**config.mk**
```make
export PLATFORM = sky130hd
export DESIGN_NAME = curvature_adaptive_point_sampler_flat
export DESIGN_NICKNAME = d
export VERILOG_FILES = /design/src/hdl/capas_pkg.sv /design/src/hdl/capas_if.sv /design/src/hdl/curvature_adaptive_point_sampler.sv /design/src/hdl/capas_core.sv /design/src/flat_wrapper.sv
export SDC_FILE = /design/constraint.sdc
export NUM_CORES = 1
export LEC_CHECK = 0
export ABC_CLOCK_PERIOD_IN_PS = 20200
export BUFFER_PORTS_ARGS = -buffer_cell sky130_fd_sc_hd__buf_2
export CAP_MARGIN = 20
export CORE_MARGIN = 4
export CORE_UTILIZATION = 38
export DETAILED_ROUTE_END_ITERATION = 16
export PLACE_DENSITY = 0.53
export SYNTH_ARGS = -nofsm -noshare
export SYNTH_HDL_FRONTEND = slang
export SYNTH_SLANG_ARGS = --single-unit
export TNS_END_PERCENT = 10
```
**constraint.sdc**
```tcl
create_clock -name clk -period 20.2 [get_ports clk]
set_input_delay 5.05 -clock clk [delete_from_list [all_inputs] [get_ports clk]]
set_output_delay 5.05 -clock clk [all_outputs]
set_load 0.01 [all_outputs]
```
**src/hdl/capas_pkg.sv**
```systemverilog
// Shared types, constants and helpers for the curvature adaptive point sampler.
// No dependencies; every other file imports this package.
package capas_pkg;

	localparam int MAX_POINTS = 65536;
	localparam int IDX_LIMIT  = (MAX_POINTS < 65536) ? MAX_POINTS : 65536;
	localparam logic [15:0] IDX_LAST = 16'(IDX_LIMIT - 1);

	typedef logic [39:0] acc_t;
	typedef logic [23:0] dist_t;

	localparam acc_t ACC_MAX = '1;

	typedef enum logic [1:0] {
		REG_CURVE_STEP      = 2'd0,
		REG_STRAIGHT_STEP   = 2'd1,
		REG_CURVE_THRESHOLD = 2'd2
	} reg_idx_t;

	typedef struct packed {
		logic               start_req;
		logic signed [19:0] curvature;
		dist_t              step_length;
	} pt_t;

	typedef struct packed {
		logic        sampled;
		logic [15:0] point_index;
	} res_t;

	typedef struct packed {
		dist_t       curve_step;
		dist_t       straight_step;
		logic [18:0] curve_threshold;
	} cfg_t;

	function automatic acc_t sat_add(acc_t a, dist_t b);
		logic [40:0] s;
		s = {1'b0, a} + {17'd0, b};
		return s[40] ? ACC_MAX : s[39:0];
	endfunction

endpackage

```
**src/hdl/capas_if.sv**
```systemverilog
// Handshake channel interfaces: point input, sample result, register write.
// Depends on capas_pkg for payload types.
interface capas_pt_if;
	import capas_pkg::*;
	logic valid;
	logic ready;
	pt_t  data;
	modport source(output valid, output data, input ready);
	modport sink(input valid, input data, output ready);
endinterface

interface capas_res_if;
	import capas_pkg::*;
	logic valid;
	logic ready;
	res_t data;
	modport source(output valid, output data, input ready);
	modport sink(input valid, input data, output ready);
endinterface

interface capas_cfg_if;
	logic        valid;
	logic        ready;
	logic [1:0]  index;
	logic [23:0] data;
	modport source(output valid, output index, output data, input ready);
	modport sink(input valid, input index, input data, output ready);
endinterface

```
**src/hdl/curvature_adaptive_point_sampler.sv**
```systemverilog
// A point is held in pt_s1 after acceptance; its result is then registered in res_q.
// Throughput: one point per cycle while the result side does not stall.
// Stalls on the result side hold the input register, which still takes a beat when free.
// Reset (arst_n, asynchronous): accumulators and index cleared, registers to defaults.
// Depends on capas_pkg, capas_if and capas_core.
module curvature_adaptive_point_sampler import capas_pkg::*; (
	input logic clk,
	input logic arst_n,
	capas_pt_if.sink    points,
	capas_res_if.source results,
	capas_cfg_if.sink   cfg
);

	cfg_t cfg_q;
	pt_t  pt_s1;
	logic vld_s1;
	res_t res_q, res_d;
	logic res_vld_q;
	logic adv, fire;

	assign cfg.ready = 1'b1;

	always_ff @(posedge clk or negedge arst_n) begin
		if (!arst_n) begin
			cfg_q.curve_step      <= 24'd65536;
			cfg_q.straight_step   <= 24'd262144;
			cfg_q.curve_threshold <= 19'd6554;
		end else if (cfg.valid) begin
			case (cfg.index)
				REG_CURVE_STEP:      cfg_q.curve_step      <= cfg.data;
				REG_STRAIGHT_STEP:   cfg_q.straight_step   <= cfg.data;
				REG_CURVE_THRESHOLD: cfg_q.curve_threshold <= cfg.data[18:0];
				default: ;
			endcase
		end
	end

	assign adv          = !res_vld_q || results.ready;
	assign fire         = vld_s1 && adv;
	assign points.ready = !vld_s1 || adv;

	always_ff @(posedge clk or negedge arst_n) begin
		if (!arst_n) begin
			vld_s1 <= 1'b0;
		end else if (points.ready) begin
			vld_s1 <= points.valid;
		end
	end

	always_ff @(posedge clk) begin
		if (points.ready && points.valid) begin
			pt_s1 <= points.data;
		end
	end

	capas_core u_core (
		.clk    (clk),
		.arst_n (arst_n),
		.en     (fire),
		.pt     (pt_s1),
		.cfg    (cfg_q),
		.res    (res_d)
	);

	always_ff @(posedge clk or negedge arst_n) begin
		if (!arst_n) begin
			res_vld_q <= 1'b0;
		end else if (adv) begin
			res_vld_q <= vld_s1;
		end
	end

	always_ff @(posedge clk) begin
		if (fire) begin
			res_q <= res_d;
		end
	end

	assign results.valid = res_vld_q;
	assign results.data  = res_q;

`ifndef SYNTHESIS
	a_ready_stall: assert property (@(posedge clk) disable iff (!arst_n)
		!points.ready |-> (vld_s1 && res_vld_q && !results.ready))
		else $error("input stalled without a full pipe");

	a_start_index: assert property (@(posedge clk) disable iff (!arst_n)
		(fire && pt_s1.start_req) |=> (res_q.point_index == 16'd0))
		else $error("start beat did not give index zero");

	a_drain: assert property (@(posedge clk) disable iff (!arst_n)
		(results.valid && results.ready && !vld_s1) |=> !results.valid)
		else $error("result repeated after its beat");
`endif

endmodule

```
**src/hdl/capas_core.sv**
```systemverilog
// Sampler state (distance accumulators, index counter) and the per-point update.
// Depends on capas_pkg.
module capas_core import capas_pkg::*; (
	input  logic clk,
	input  logic arst_n,
	input  logic en,
	input  pt_t  pt,
	input  cfg_t cfg,
	output res_t res
);

	acc_t        trav_q, next_q, min_q;
	logic [15:0] idx_q;

	acc_t        trav, nt0, mt0, reach, nt1, nt2, mt2;
	logic [15:0] idx, idx_nxt;
	logic [19:0] mag, thr;
	logic        take;

	always_comb begin
		trav = pt.start_req ? '0 : trav_q;
		nt0  = pt.start_req ? '0 : next_q;
		mt0  = pt.start_req ? '0 : min_q;
		idx  = pt.start_req ? '0 : idx_q;
		mag  = pt.curvature[19] ? (~20'(pt.curvature) + 20'd1) : 20'(pt.curvature);
		thr  = {1'b0, cfg.curve_threshold};
		reach = sat_add(trav, pt.step_length);
		nt1  = (reach > mt0 && mag > thr) ? trav : nt0;
		take = reach > nt1;
		nt2  = take ? sat_add(nt1, (mag < thr) ? cfg.straight_step : cfg.curve_step) : nt1;
		mt2  = take ? sat_add(trav, cfg.curve_step) : mt0;
		idx_nxt = (idx == IDX_LAST) ? '0 : idx + 16'd1;
		res.sampled     = take;
		res.point_index = idx;
	end

	always_ff @(posedge clk or negedge arst_n) begin
		if (!arst_n) begin
			trav_q <= '0;
			next_q <= '0;
			min_q  <= '0;
			idx_q  <= '0;
		end else if (en) begin
			trav_q <= reach;
			next_q <= nt2;
			min_q  <= mt2;
			idx_q  <= idx_nxt;
		end
	end

endmodule
```
**src/flat_wrapper.sv**
```systemverilog
// flat-port wrapper written by rule: the top's interface ports become plain ports
module curvature_adaptive_point_sampler_flat import capas_pkg::*;
  (clk, arst_n, points_valid, points_data, points_ready, results_valid, results_data, results_ready, cfg_valid, cfg_index, cfg_data, cfg_ready);
  capas_pt_if points_i ();
  capas_res_if results_i ();
  capas_cfg_if cfg_i ();
  input logic clk;
  input logic arst_n;
  input wire logic [$bits(points_i.valid)-1:0] points_valid;
  input wire logic [$bits(points_i.data)-1:0] points_data;
  output wire logic [$bits(points_i.ready)-1:0] points_ready;
  output wire logic [$bits(results_i.valid)-1:0] results_valid;
  output wire logic [$bits(results_i.data)-1:0] results_data;
  input wire logic [$bits(results_i.ready)-1:0] results_ready;
  input wire logic [$bits(cfg_i.valid)-1:0] cfg_valid;
  input wire logic [$bits(cfg_i.index)-1:0] cfg_index;
  input wire logic [$bits(cfg_i.data)-1:0] cfg_data;
  output wire logic [$bits(cfg_i.ready)-1:0] cfg_ready;
  assign points_i.valid = points_valid;
  assign points_i.data = points_data;
  assign points_ready = points_i.ready;
  assign results_valid = results_i.valid;
  assign results_data = results_i.data;
  assign results_i.ready = results_ready;
  assign cfg_i.valid = cfg_valid;
  assign cfg_i.index = cfg_index;
  assign cfg_i.data = cfg_data;
  assign cfg_ready = cfg_i.ready;
  curvature_adaptive_point_sampler u_core (.clk(clk), .arst_n(arst_n), .points(points_i), .results(results_i), .cfg(cfg_i));
endmodule
```
==> metrics.txt <==
# TYPE chip_impl_metric gauge
chip_impl_metric{name="final_layout_size_suffix_gt1_share",unit="%"} 14.2
chip_impl_metric{name="postCtsSetupRepairBufs",unit=""} 0
chip_impl_metric{name="hold_viol_final",unit=""} 0
chip_impl_info{name="timing.setup.critical_path_class",value="reg -> reg"} 1
chip_impl_metric{name="synth_edf_count",unit=""} 62
chip_impl_metric{name="detail_route.wirelength",unit="mm"} 61.5
chip_impl_metric{name="die_area",unit="um2"} 55100
chip_impl_metric{name="postCtsResizedCells",unit=""} 0
chip_impl_metric{name="max_cap_violations",unit=""} 0
chip_impl_metric{name="slowest_delay",unit="ps"} 770
chip_impl_metric{name="grtUsageTotal",unit="%"} 21.7
chip_impl_metric{name="synth.cell_area",unit="um2"} 19500
chip_impl_metric{name="layout.area.seq",unit="um2"} 7000
chip_impl_info{name="hold_path_class",value="reg -> reg"} 1
chip_impl_metric{name="ios",unit=""} 96
chip_impl_metric{name="routed_via_density",unit=""} 5.73
chip_impl_metric{name="cts.sinks",unit=""} 267
chip_impl_metric{name="seq_area_frac_synth",unit="%"} 35.9
chip_impl_metric{name="multi_input_area",unit="um2"} 11800
chip_impl_info{name="cell_at_the_slowest_stage_of_the_critical_path",value="sky130_fd_sc_hd__nor4_1"} 1
chip_impl_metric{name="swShare",unit="%"} 43.2
chip_impl_metric{name="antenna_left",unit=""} 0
chip_impl_info{name="most_used_standard_cell_by_instance_count_after_synthesis",value="sky130_fd_sc_hd__nand2_1"} 1
chip_impl_metric{name="synthesis.instances",unit=""} 2186
chip_impl_metric{name="h_tree_levels",unit=""} 2
chip_impl_metric{name="timing.critical_path.required",unit="ps"} 20620
chip_impl_info{name="result_of_the_run",value="completed"} 1
chip_impl_metric{name="drtPass1Iterations",unit=""} 6
chip_impl_metric{name="dp.final_hpwl",unit="mm"} 45.1
chip_impl_metric{name="floorplan.die.height",unit="um"} 235
chip_impl_metric{name="grt_first_pass_wirelength",unit="mm"} 96.4
chip_impl_metric{name="gp_routability_congestion",unit=""} 0.910
chip_impl_metric{name="insertedDiodeCount",unit=""} 0
chip_impl_metric{name="postSynthNetCount",unit=""} 2411
chip_impl_info{name="clock_tree_from_tritoncts",value="yes"} 1
chip_impl_metric{name="nNetsFinal",unit=""} 2461
chip_impl_metric{name="finalClockSkew",unit="ps"} 21.8
chip_impl_metric{name="post-route-drc-count",unit=""} 0
chip_impl_metric{name="clock_path_buffers",unit=""} 3
chip_impl_metric{name="timing.final.max_slew_violations",unit=""} 0
chip_impl_metric{name="tightest_slew",unit="ps"} 1150
chip_impl_metric{name="power_frac_comb",unit="%"} 50.8
chip_impl_metric{name="cts_hold_buffers",unit=""} 0
chip_impl_info{name="yosys.area.top_type",value="sky130_fd_sc_hd__dfrtp_1"} 1
chip_impl_metric{name="internal_power",unit="mW"} 1.61
chip_impl_metric{name="std_cell_rows",unit=""} 82
chip_impl_metric{name="postLayoutCellArea",unit="um2"} 21800
chip_impl_metric{name="number_of_global_route_vias_before_repair",unit=""} 16600
chip_impl_metric{name="grt_max_degree",unit=""} 107
chip_impl_metric{name="vias",unit=""} 16800
chip_impl_info{name="synth-main-ff-cell",value="sky130_fd_sc_hd__dfrtp_1"} 1
chip_impl_metric{name="io_buffers",unit=""} 94
chip_impl_metric{name="min_period_over_period",unit="%"} 60.5
chip_impl_metric{name="critical_path_arrival",unit="ps"} 12640
chip_impl_metric{name="worstSkewPairLatency",unit="ps"} 550
chip_impl_info{name="critical_path.top_delay_family",value="simple AND/OR/NAND/NOR gates"} 1
chip_impl_metric{name="timing.critical_path.buf_inv",unit=""} 4
chip_impl_metric{name="period_minus_slack",unit="ps"} 12220
chip_impl_info{name="critPathLaunchType",value="flip-flop"} 1
chip_impl_metric{name="numCtsBuffers",unit=""} 36
chip_impl_metric{name="reg2reg_slack",unit="ps"} 7980
chip_impl_info{name="ys_top_cells_by_area",value="sky130_fd_sc_hd__dfrtp_1 25%, sky130_fd_sc_hd__ha_1 9.5%, sky130_fd_sc_hd__edfxtp_1 9.5%"} 1
chip_impl_info{name="worstSetupEndpointType",value="flip-flop"} 1
chip_impl_info{name="synthTopCellsByCount",value="331 x sky130_fd_sc_hd__nand2_1, 196 x sky130_fd_sc_hd__dfrtp_1, 149 x sky130_fd_sc_hd__ha_1"} 1
chip_impl_metric{name="psw",unit="mW"} 1.23
chip_impl_metric{name="clock_power_share",unit="%"} 22.1
chip_impl_metric{name="yosys_register_bits",unit=""} 267
chip_impl_metric{name="num-fill-cells",unit=""} 5026
chip_impl_metric{name="netlist-cell-type-count",unit=""} 100
chip_impl_metric{name="drt_iter0_drcs",unit=""} 1241
chip_impl_metric{name="core_area",unit="um2"} 50500
chip_impl_info{name="rsz0062_at_grt",value="no"} 1
chip_impl_info{name="clockRootBuffer",value="sky130_fd_sc_hd__clkbuf_16"} 1
chip_impl_metric{name="grt_overflow_total",unit=""} 0
chip_impl_metric{name="setup_viol",unit=""} 0
chip_impl_metric{name="die_w",unit="um"} 235
chip_impl_metric{name="max_slew_headroom_at_the_worst_pin",unit="%"} 23.0
chip_impl_metric{name="ir_drop",unit="uV"} 69.9
chip_impl_metric{name="area_delta_synth_final",unit="%"} 11.5
chip_impl_metric{name="antenna_found_initial",unit=""} 0
chip_impl_metric{name="async_flop_share",unit="%"} 76.8
chip_impl_metric{name="fmax",unit="MHz"} 81.8
chip_impl_metric{name="synth_area_per_cell",unit="um2"} 8.93
chip_impl_metric{name="yosys.area.top_type_share",unit="%"} 25.1
chip_impl_metric{name="worst_setup_hold_path_clk_slew",unit="ps"} 60
chip_impl_metric{name="leakage",unit="nW"} 9.60
chip_impl_metric{name="power.sequential.fraction",unit="%"} 27.1
chip_impl_metric{name="avg_wl_per_cell",unit="um"} 21.0
chip_impl_metric{name="post_dp_cell_area",unit="um2"} 20600
chip_impl_metric{name="power_density",unit="nW/um2"} 130
chip_impl_metric{name="start_util",unit="%"} 38.7
chip_impl_metric{name="count_of_warnings_emitted_by_yosys",unit=""} 0
chip_impl_metric{name="critical_path_peak_fanout",unit=""} 106
chip_impl_metric{name="aggregate_negative_setup_slack",unit="ps"} 0
[worst min-delay path: cells and delay by family, from the launching register on]
| family | cells | cell delay [ps] |
|---|---|---|
| flip-flops | 1 | 330 |
| AND/OR/NAND/NOR | 2 | 100 |
[power groups by stage]
stage | clock network [mW] | logic [mW] | registers, mW
final | 0.626 | 1.44 | 0.770
after global routing | 0.664 | 1.60 | 0.785
after CTS | 0.643 | 1.43 | 0.769
after detailed placement | 0 | 1.42 | 0.776
after global placement | 0 | 1.40 | 0.774
after floorplan | 0 | 1.06 | 0.737
[logic make-up (layout without fill, tap and decap cells)]
family	Yosys count	count (layout)	synth area share, %
and+or+nand+nor	767	767	18.9
DFF	267	267	35.9
AOI/OAI and AO/OA	560	560	19.5
xor gates and xnor gates	125	125	5.61
adders and majority gates	159	159	10.1
other	1	1	0.0192
buffers and inverters	199	275	3.96
muxes	108	108	6.13
[cell usage in the layout, fill, tap and decap left out, types with 46 or more instances in the layout]
master | synthesis | final
sky130_fd_sc_hd__a21oi_1 | 136 | 136
sky130_fd_sc_hd__xnor2_1 | 80 | 80
sky130_fd_sc_hd__ha_1 | 149 | 149
sky130_fd_sc_hd__a31oi_1 | 46 | 46
sky130_fd_sc_hd__nor2_1 | 125 | 125
sky130_fd_sc_hd__mux2_2 | 93 | 93
sky130_fd_sc_hd__edfxtp_1 | 62 | 62
sky130_fd_sc_hd__o21ai_0 | 111 | 111
sky130_fd_sc_hd__nor2b_1 | 54 | 54
sky130_fd_sc_hd__buf_2 | 15 | 94
sky130_fd_sc_hd__a21o_1 | 54 | 54
sky130_fd_sc_hd__inv_1 | 93 | 91
sky130_fd_sc_hd__nand3_1 | 50 | 49
sky130_fd_sc_hd__nand2_1 | 331 | 330
sky130_fd_sc_hd__dfrtp_1 | 196 | 196
[area by class of cell]
cell class / count / share of cell area (%)
inverters: 93 / 1.61
flip-flops and latches: 267 / 32.2
clock buffers: 51 / 4.68
repair buffers: 118 / 3.08
clock inverters: 13 / 0.540
well taps: 672 / 3.86
multi-input cells: 1720 / 54.1
[per-layer routing]
metal	GRT usage, %	share of wire (%)	vias to the layer above
met5	0	0	-
met4	6.82	2.9	0
met3	2.90	4.9	106
met2	35.8	47	477
met1	29.9	46	8202
li1	-	-	8030
[flip-flops by register name, summed over array words and instances, names as in the netlist, 16 cells and up]
signal                cells
u_core.pt_s1             45
u_core.u_core.min_q      40
u_core.u_core.next_q     40
u_core.results.data      17
u_core.cfg_q             67
u_core.u_core.trav_q     40
u_core.u_core.idx_q      16
[path summary, 6_finish.rpt]
kind                                       endpoint                     from  depth (start not counted)
setup reg to reg           u_core.u_core.next_q[20]         u_core.pt_s1[44]                         43
min in group asynchronous    u_core.u_core.min_q[4]                   arst_n                          1
setup / recovery           u_core.u_core.next_q[20]         u_core.pt_s1[44]                         43
max in group asynchronous   u_core.u_core.idx_q[13]                   arst_n                          3
hold / removal              u_core.u_core.min_q[35]  u_core.u_core.min_q[35]                          2
hold reg to reg             u_core.u_core.min_q[35]  u_core.u_core.min_q[35]                          2
[stage by stage]
step	hold slack (ps)	worst slack [ps]	utilization [%]	instances	total power, mW
2_1_floorplan	439	8770	-	2186	1.79
3_3_place_gp	450	8380	40.9	2869	2.18
3_5_place_dp	456	8130	40.9	2870	2.20
4_1_cts	467	8070	43.1	2934	2.84
5_1_grt	499	7060	43.1	2934	3.05
6_report	462	7980	43.1	2934	2.84
No activity file was read; power rests on OpenSTA's default activity.
